[src/rtl/ising_lattice_energy_tracker_assert.svh]
// assertion macros for the ising lattice energy tracker
// used by the top level only, no dependencies
`ifndef ISING_LATTICE_ENERGY_TRACKER_ASSERT_SVH
`define ISING_LATTICE_ENERGY_TRACKER_ASSERT_SVH

// same-cycle implication
`define ILET_ASSERT_IMPL(name, clk_s, rstn_s, ante, cons) \
	name: assert property (@(posedge clk_s) disable iff (!rstn_s) (ante) |-> (cons)) \
		else $error("ilet assertion failed");

// next-cycle implication
`define ILET_ASSERT_NEXT(name, clk_s, rstn_s, ante, cons) \
	name: assert property (@(posedge clk_s) disable iff (!rstn_s) (ante) |=> (cons)) \
		else $error("ilet assertion failed");

`endif

[src/rtl/ilet_pkg.sv]
// shared constants, types and codes for the ising lattice energy tracker
// no dependencies
`timescale 1ns / 1ps
`default_nettype none

package ilet_pkg;

	localparam int SIDE    = 64;
	localparam int AW      = 6;                      // row and column field width
	localparam int SITES   = SIDE * SIDE;
	localparam int CW      = 8;                      // coupling
	localparam int EW      = 22;                     // running energy
	localparam int MW      = 14;                     // magnetization
	localparam int DEW     = 12;                     // flip energy change
	localparam int CNT_W   = $clog2(SIDE + 1);       // scan counter, holds SIDE
	localparam int RDIFF_W = $clog2(2 * SIDE + 1);   // unequal pairs in one row
	localparam int RPOP_W  = $clog2(SIDE + 1);       // up spins in one row
	localparam int DACC_W  = $clog2(2 * SITES + 1);
	localparam int PACC_W  = $clog2(SITES + 1);

	localparam logic signed [CW-1:0] COUPLING_RST = CW'(1);
	localparam logic [EW-1:0]        ENERGY_RST   = EW'(-2 * SITES);
	localparam logic [MW-1:0]        MAG_RST      = MW'(SITES);

	typedef logic [SIDE-1:0] row_word_t;
	typedef logic [AW-1:0]   addr_t;

	typedef enum logic [1:0] {
		OP_WRITE = 2'd0,
		OP_EVAL  = 2'd1,
		OP_FLIP  = 2'd2,
		OP_SCAN  = 2'd3
	} opcode_t;

	typedef enum logic [3:0] {
		S_IDLE,
		S_RD_MID,
		S_RD_UP,
		S_RD_DN,
		S_EXEC,
		S_WR,
		S_SCAN,
		S_DRAIN,
		S_FIN
	} state_t;

	typedef struct packed {
		logic      re;
		addr_t     raddr;
		logic      we;
		addr_t     waddr;
		row_word_t wdata;
	} mem_req_t;

	typedef struct packed {
		logic clear;
		logic feed;
	} scan_ctl_t;

endpackage

`default_nettype wire

[src/rtl/ilet_scan_acc.sv]
// recompute datapath: per-row pair and spin counts, accumulated over the scan
// turns the counts into lattice energy and magnetization; depends on ilet_pkg
`timescale 1ns / 1ps
`default_nettype none

module ilet_scan_acc (
	input  logic                                  clk,
	input  logic                                  arst_n,
	input  ilet_pkg::scan_ctl_t                   ctl,
	input  ilet_pkg::row_word_t                   cur,
	input  ilet_pkg::row_word_t                   nxt,
	input  logic signed [ilet_pkg::CW-1:0]        coupling,
	output logic [ilet_pkg::EW-1:0]               energy,
	output logic [ilet_pkg::MW-1:0]               mag
);

	function automatic logic [ilet_pkg::RPOP_W-1:0] popcount(input ilet_pkg::row_word_t w);
		logic [ilet_pkg::RPOP_W-1:0] n;
		n = '0;
		for (int i = 0; i < ilet_pkg::SIDE; i++) begin
			n = n + ilet_pkg::RPOP_W'(w[i]);
		end
		return n;
	endfunction

	ilet_pkg::row_word_t                      rot;
	logic [ilet_pkg::RDIFF_W-1:0]             diff;
	logic                                     feed_s1;
	logic [ilet_pkg::RDIFF_W-1:0]             diff_s1;
	logic [ilet_pkg::RPOP_W-1:0]              pop_s1;
	logic [ilet_pkg::DACC_W-1:0]              d_acc_q;
	logic [ilet_pkg::PACC_W-1:0]              p_acc_q;
	logic signed [ilet_pkg::DACC_W:0]         d_off;
	logic signed [ilet_pkg::CW+ilet_pkg::DACC_W:0] prod;

	// bit c of rot is the right neighbour of site c
	assign rot  = {cur[0], cur[ilet_pkg::SIDE-1:1]};
	assign diff = ilet_pkg::RDIFF_W'(popcount(cur ^ nxt)) + ilet_pkg::RDIFF_W'(popcount(cur ^ rot));

	always_ff @(posedge clk or negedge arst_n) begin
		if (!arst_n) begin
			feed_s1 <= 1'b0;
		end else begin
			feed_s1 <= ctl.feed;
		end
	end

	always_ff @(posedge clk) begin
		diff_s1 <= diff;
		pop_s1  <= popcount(cur);
	end

	always_ff @(posedge clk or negedge arst_n) begin
		if (!arst_n) begin
			d_acc_q <= '0;
			p_acc_q <= '0;
		end else if (ctl.clear) begin
			d_acc_q <= '0;
			p_acc_q <= '0;
		end else if (feed_s1) begin
			d_acc_q <= d_acc_q + ilet_pkg::DACC_W'(diff_s1);
			p_acc_q <= p_acc_q + ilet_pkg::PACC_W'(pop_s1);
		end
	end

	// energy = -J * (equal pairs - unequal pairs) = 2J * (unequal - sites)
	assign d_off  = $signed({1'b0, d_acc_q}) - (ilet_pkg::DACC_W + 1)'(ilet_pkg::SITES);
	assign prod   = coupling * d_off;
	assign energy = {prod[ilet_pkg::EW-2:0], 1'b0};
	assign mag    = ilet_pkg::MW'({p_acc_q, 1'b0}) - ilet_pkg::MW'(ilet_pkg::SITES);

endmodule

`default_nettype wire

[config.mk]
export PLATFORM = sky130hd
export DESIGN_NAME = ilet_scan_acc
export DESIGN_NICKNAME = d
export VERILOG_FILES = /design/src/rtl/ising_lattice_energy_tracker_assert.svh /design/src/rtl/ilet_pkg.sv /design/src/rtl/ilet_scan_acc.sv
export SDC_FILE = /design/constraint.sdc
export NUM_CORES = 1
export LEC_CHECK = 0
export BUFFER_PORTS_ARGS = -buffer_cell sky130_fd_sc_hd__buf_2
export CAP_MARGIN = 5
export CORE_MARGIN = 8
export CORE_UTILIZATION = 55
export DETAILED_ROUTE_END_ITERATION = 12
export PLACE_DENSITY = 0.88
export SLEW_MARGIN = 40
export SYNTH_ARGS = -nofsm -noshare
export SYNTH_HDL_FRONTEND = slang
export SYNTH_SLANG_ARGS = --single-unit
[constraint.sdc]
create_clock -name clk -period 8.06 [get_ports clk]
set_input_delay 1.209 -clock clk [delete_from_list [all_inputs] [get_ports clk]]
set_output_delay 1.209 -clock clk [all_outputs]
set_load 0.02 [all_outputs]
**Word level (Yosys, flattened, before mapping)**

Index checks and enable logic that the tools add are counted.

- Register bits after elaboration: 43
- Input bits: 140
- Output and inout port bits: 36
- Logic and storage cells: 207

- $add $sub $neg: 194
- Multipliers: 1
- Multiplexer cells: 4
- Bitwise gates (word level): 2
- Reductions and logical operators: 1

Operator list:

| kind | count |
|---|---|
| adder 7 x 1 -> 7 bit | 171 |
| bitwise XOR 64 bit | 2 |
| two-way mux 14 bit | 2 |
| two-way mux 13 bit | 2 |
| adder 6 x 1 -> 7 bit | 3 |
| multiplier 8 x 15 -> 21 bit | 1 |
| adder 5 x 1 -> 6 bit | 3 |
| adder 4 x 1 -> 5 bit | 3 |
| subtractor 14 x 13 -> 15 bit (second input constant) | 1 |
| adder 14 x 8 -> 14 bit | 1 |
| subtractor 14 x 13 -> 14 bit (second input constant) | 1 |
| adder 13 x 7 -> 13 bit | 1 |
| adder 3 x 1 -> 4 bit | 3 |
| adder 2 x 1 -> 3 bit | 3 |
| adder 7 x 7 -> 8 bit | 1 |
| adder 1 x 1 -> 2 bit | 3 |
| nonzero test 2 bit | 1 |

**Depth between registers and ports, before layout**

- Word-level depth: 65
- Mapped depth: 25
- Depth with buffers taken out: 25

**Worst setup path before layout**

OpenSTA, ideal clock, no wires.

- Path type: input to register
- Start: in cur[41]
- End: reg diff_s1[6] (netlist bit)
- Library setup time: 72 ps
- Data arrival time: 8055 ps
- Data required time: 7988 ps
- Setup slack: -68 ps
- Stages: 24
- Buffers on the path: 0
- Cells stage by stage: xor2_1 > fa_1 > fa_1 > inv_1 > fa_1 > inv_1 > fa_1 > inv_1 > fa_1 > fa_1 > inv_1 > fa_1 > fa_1 > inv_1 > fa_1 > fa_1 > inv_1 > ha_1 > fa_1 > a21o_1 > a21oi_1 > o21bai_1 > a21oi_1 > xnor2_1

- Word-level cells in the longest chain between the ends: 26
- Elaborated cells on any way between the ends: 50
- Classes of those cells: add/sub (48); bitwise (2)

RTL lines:

| what | RTL line | text |
|---|---|---|
| start: declaration | ilet_scan_acc.sv:10 | `input ilet_pkg::row_word_t cur,` |
| bitwise XOR 64 bit | ilet_scan_acc.sv:38 | `assign diff = ilet_pkg::RDIFF_W'(popcount(cur ^ nxt)) + ilet_pkg::RDIFF_W'(popcount(cur ^ rot));` |
| adder 7 x 1 -> 7 bit (24 in a row) | ilet_scan_acc.sv:21 | `n = n + ilet_pkg::RPOP_W'(w[i]);` |
| adder 7 x 7 -> 8 bit (*) | ilet_scan_acc.sv:38 |  |
| via diff, one bit | ilet_scan_acc.sv:27 | `logic [ilet_pkg::RDIFF_W-1:0] diff;` |
| end signal: assignment | ilet_scan_acc.sv:49 | `diff_s1 <= diff;` |
| end: declaration | ilet_scan_acc.sv:29 | `logic [ilet_pkg::RDIFF_W-1:0] diff_s1;` |

The timed path passes the listed nets; every way through them passes the cells marked *.
A chain may end at the register's enable or synchronous reset.

**Worst setup path in the final report**

Ends and elaborated chain as after synthesis.

==> results.json <==
{
  "yosysTopAreaCellShare_pct": 43.4,
  "dpl.hpwl_um": 28800,
  "grt_max_degree": 35,
  "antenna_found_initial": 3,
  "cts_buffers": 5,
  "maxCapViolations": 0,
  "rows": 54,
  "final_nets": 1933,
  "crit_top_cell": "fa_1",
  "routed_via_density": 5.20,
  "synth_compound_area_share_pct": 5.07,
  "crit_fanout": 3,
  "skew_ns": 0.00644,
  "maxSlewViolCount": 0,
  "clk_pin_slew_ns": 0.06,
  "ios": 176,
  "min_path_type": "flip-flop to flip-flop",
  "dieArea_um2": 26900,
  "period_minus_slack_ns": 8.00,
  "slowest_delay_ns": 0.60,
  "die_w_um": 164,
  "final_cell_mix": "inv_1, fa_1, buf_2",
  "netlist_instances": 1209,
  "synthFlopType": "dfrtp_1",
  "timing.final.crit_share_pct": 99.3,
  "ys_seq_area_share_pct": 8.31,
  "rsz0062_at_grt": "true",
  "hold_violations": 0,
  "max_freq_ghz": 0.125,
  "vias": 8928,
  "drive_above_1_share_pct": 20.4,
  "multi_input_area_um2": 9980,
  "synth_edf_count": 0,
  "htreeDepth": 2,
  "synth_area_um2": 12100,
  "synth-simple-area-share_pct": 9.13,
  "die_y_um": 164,
  "first_global_vias": 10400,
  "required_ns": 8.27,
  "synth_adder_area_share_pct": 53.4,
  "yosys-top-cells-area": "fa_1, ha_1, inv_1, xnor2_1, dfrtp_1",
  "clock-sinks": 43,
  "yosys_register_bits": 43,
  "layout_setup_ws_ns": 0.0565,
  "synth_xor_area_share_pct": 12.6,
  "port_buffers": 173,
  "ant_nets": 0,
  "regArea_um2": 1000,
  "final-setup-viol-count": 0,
  "cts_tree": "done",
  "gp_congestion": 1.03,
  "initial_utilization_pct": 55.6,
  "core_region_area_um2": 21700,
  "first_iter_violations": 522,
  "synth_mux_area_share_pct": 1.02,
  "grt_usage_pct": 24.8,
  "area_growth_pct": 16.4,
  "final_common_cell": "inv_1",
  "critical_path_class": "input pin to flip-flop",
  "wl_per_cell_um": 18.8,
  "worstHoldStart": "p_acc_q[6]",
  "async_reset_ff_share_pct": 65.1,
  "wl_um": 32300,
  "yosys.cell_types.count": 53,
  "rr_startpoint": "d_acc_q[0]",
  "arrival_ns": 8.22,
  "nFillCells": 1640,
  "status": "complete, no violations",
  "tightest_slew_ns": 0.712,
  "pre_cts_slack_ns": -0.358,
  "cts_buffer_depth": 2,
  "cts-root-buf": "clkbuf_16",
  "synth_area_leader_cell": "fa_1",
  "grt_pass1_wl_um": 51700,
  "crit_slowest_cell": "fa_2",
  "yosysWarningCount": 0,
  "clk_latency_ns": 0.28,
  "worstSetupStartpoint": "cur[41]",
  "cp-end-kind": "flip-flop",
  "drcViolationCount": 0,
  "cp-start-kind": "input pin",
  "worst_slew_margin_rel_pct": 52.4,
  "avgSynthCellArea_um2": 9.97,
  "synth_top_family_by_area": "adder cells",
  "first_pass_iters": 5,
  "overflow": 0
}
-- metal layers --
metal  vias up  share of wire (%)  track usage, %
met5         -              0.071               0
met4         4                4.6            10.7
met3        82                5.8            3.76
met2       358                 53            46.4
met1      4439                 37            27.5
li1       4045                  -               -
-- what timing repair did --
| item | 4_1_cts | 5_1_grt |
|---|---|---|
| pin swaps | 14 | 18 |
| setup endpoints to repair | 1 | 4 |
| buffers inserted | 2 | 1 |
| gates cloned | 0 | 0 |
| gates resized for setup | 3 | 37 |
| hold buffers | 0 | 0 |
-- critical path: cells and delay by family --
kind            cells  cell delay, ns
fa+ha+maj          12            5.61
buf+inv             7            0.57
compound gates      4            0.57
xor+xnor            2            0.26
-- synthesized netlist by cell type, types with 5 or more instances --
| library cell | count |
|---|---|
| and2_1 | 64 |
| o21bai_1 | 6 |
| clkbuf_1 | 14 |
| o211ai_1 | 6 |
| o21ai_0 | 8 |
| or3_1 | 5 |
| fa_1 | 261 |
| dfrtp_1 | 28 |
| nor3_1 | 8 |
| buf_4 | 13 |
| o21a_1 | 5 |
| nand2_1 | 47 |
| nor2b_1 | 11 |
| dfxtp_1 | 15 |
| xnor2_1 | 95 |
| nor2_1 | 37 |
| mux2i_1 | 10 |
| nand2b_1 | 14 |
| a21oi_1 | 28 |
| a21o_1 | 15 |
| inv_1 | 292 |
| ha_1 | 97 |
| xor2_1 | 78 |
-- registers in the layout (all words and copies together), names as in the netlist --
register	flops
feed_s1	1
p_acc_q	13
pop_s1	7
d_acc_q	14
diff_s1	8
-- final timing paths --
| check | endpoint | slack, ns | cells after the start |
|---|---|---|---|
| setup / recovery | diff_s1[6] | 0.06 | 25 |
| hold / removal | p_acc_q[6] | 0.53 | 1 |
| setup reg to reg | d_acc_q[10] | 5.24 | 8 |
| hold reg to reg | p_acc_q[6] | 0.53 | 1 |
| max in group asynchronous | feed_s1 | 6.63 | 1 |
| min in group asynchronous | p_acc_q[12] | 0.96 | 1 |
-- through the flow --
stage	setup TNS [ns]	hold slack, ns	utilization [%]	cell area (um^2)	instances
floorplan	0	0.490	-	12100	1210
global placement	-0.565	0.504	63.0	13700	1706
detailed placement	-0.941	0.521	63.0	13700	1706
CTS	0	0.539	63.9	13900	1716
global route	-0.115	0.564	64.7	14000	1716
finish	0	0.533	64.7	14000	1717
-- cell families (layout without fill, tap and decap cells) --
kind of cell / after synthesis / count (layout)
adder cells (fa/ha/maj): 358 / 358
XOR/XNOR: 173 / 173
flip-flops: 43 / 43
buffers and inverters: 322 / 548
AND/OR/NAND/NOR: 208 / 208
multiplexers: 12 / 12
AO/OA/AOI/OAI: 92 / 92
other: 1 / 3
-- layout make-up --
cell class,count,share of cell area [%]
antenna,1,0.0178
multi-input combinational,845,71.1
clock inverter,1,0.214
timing repair buffer,248,10.2
tap,280,2.50
inverter,292,7.81
clock buffer,7,0.945
sequential,43,7.14
Power is not shown: default switching activity piles up to over one toggle a cycle in this logic, so the estimate is an artifact.
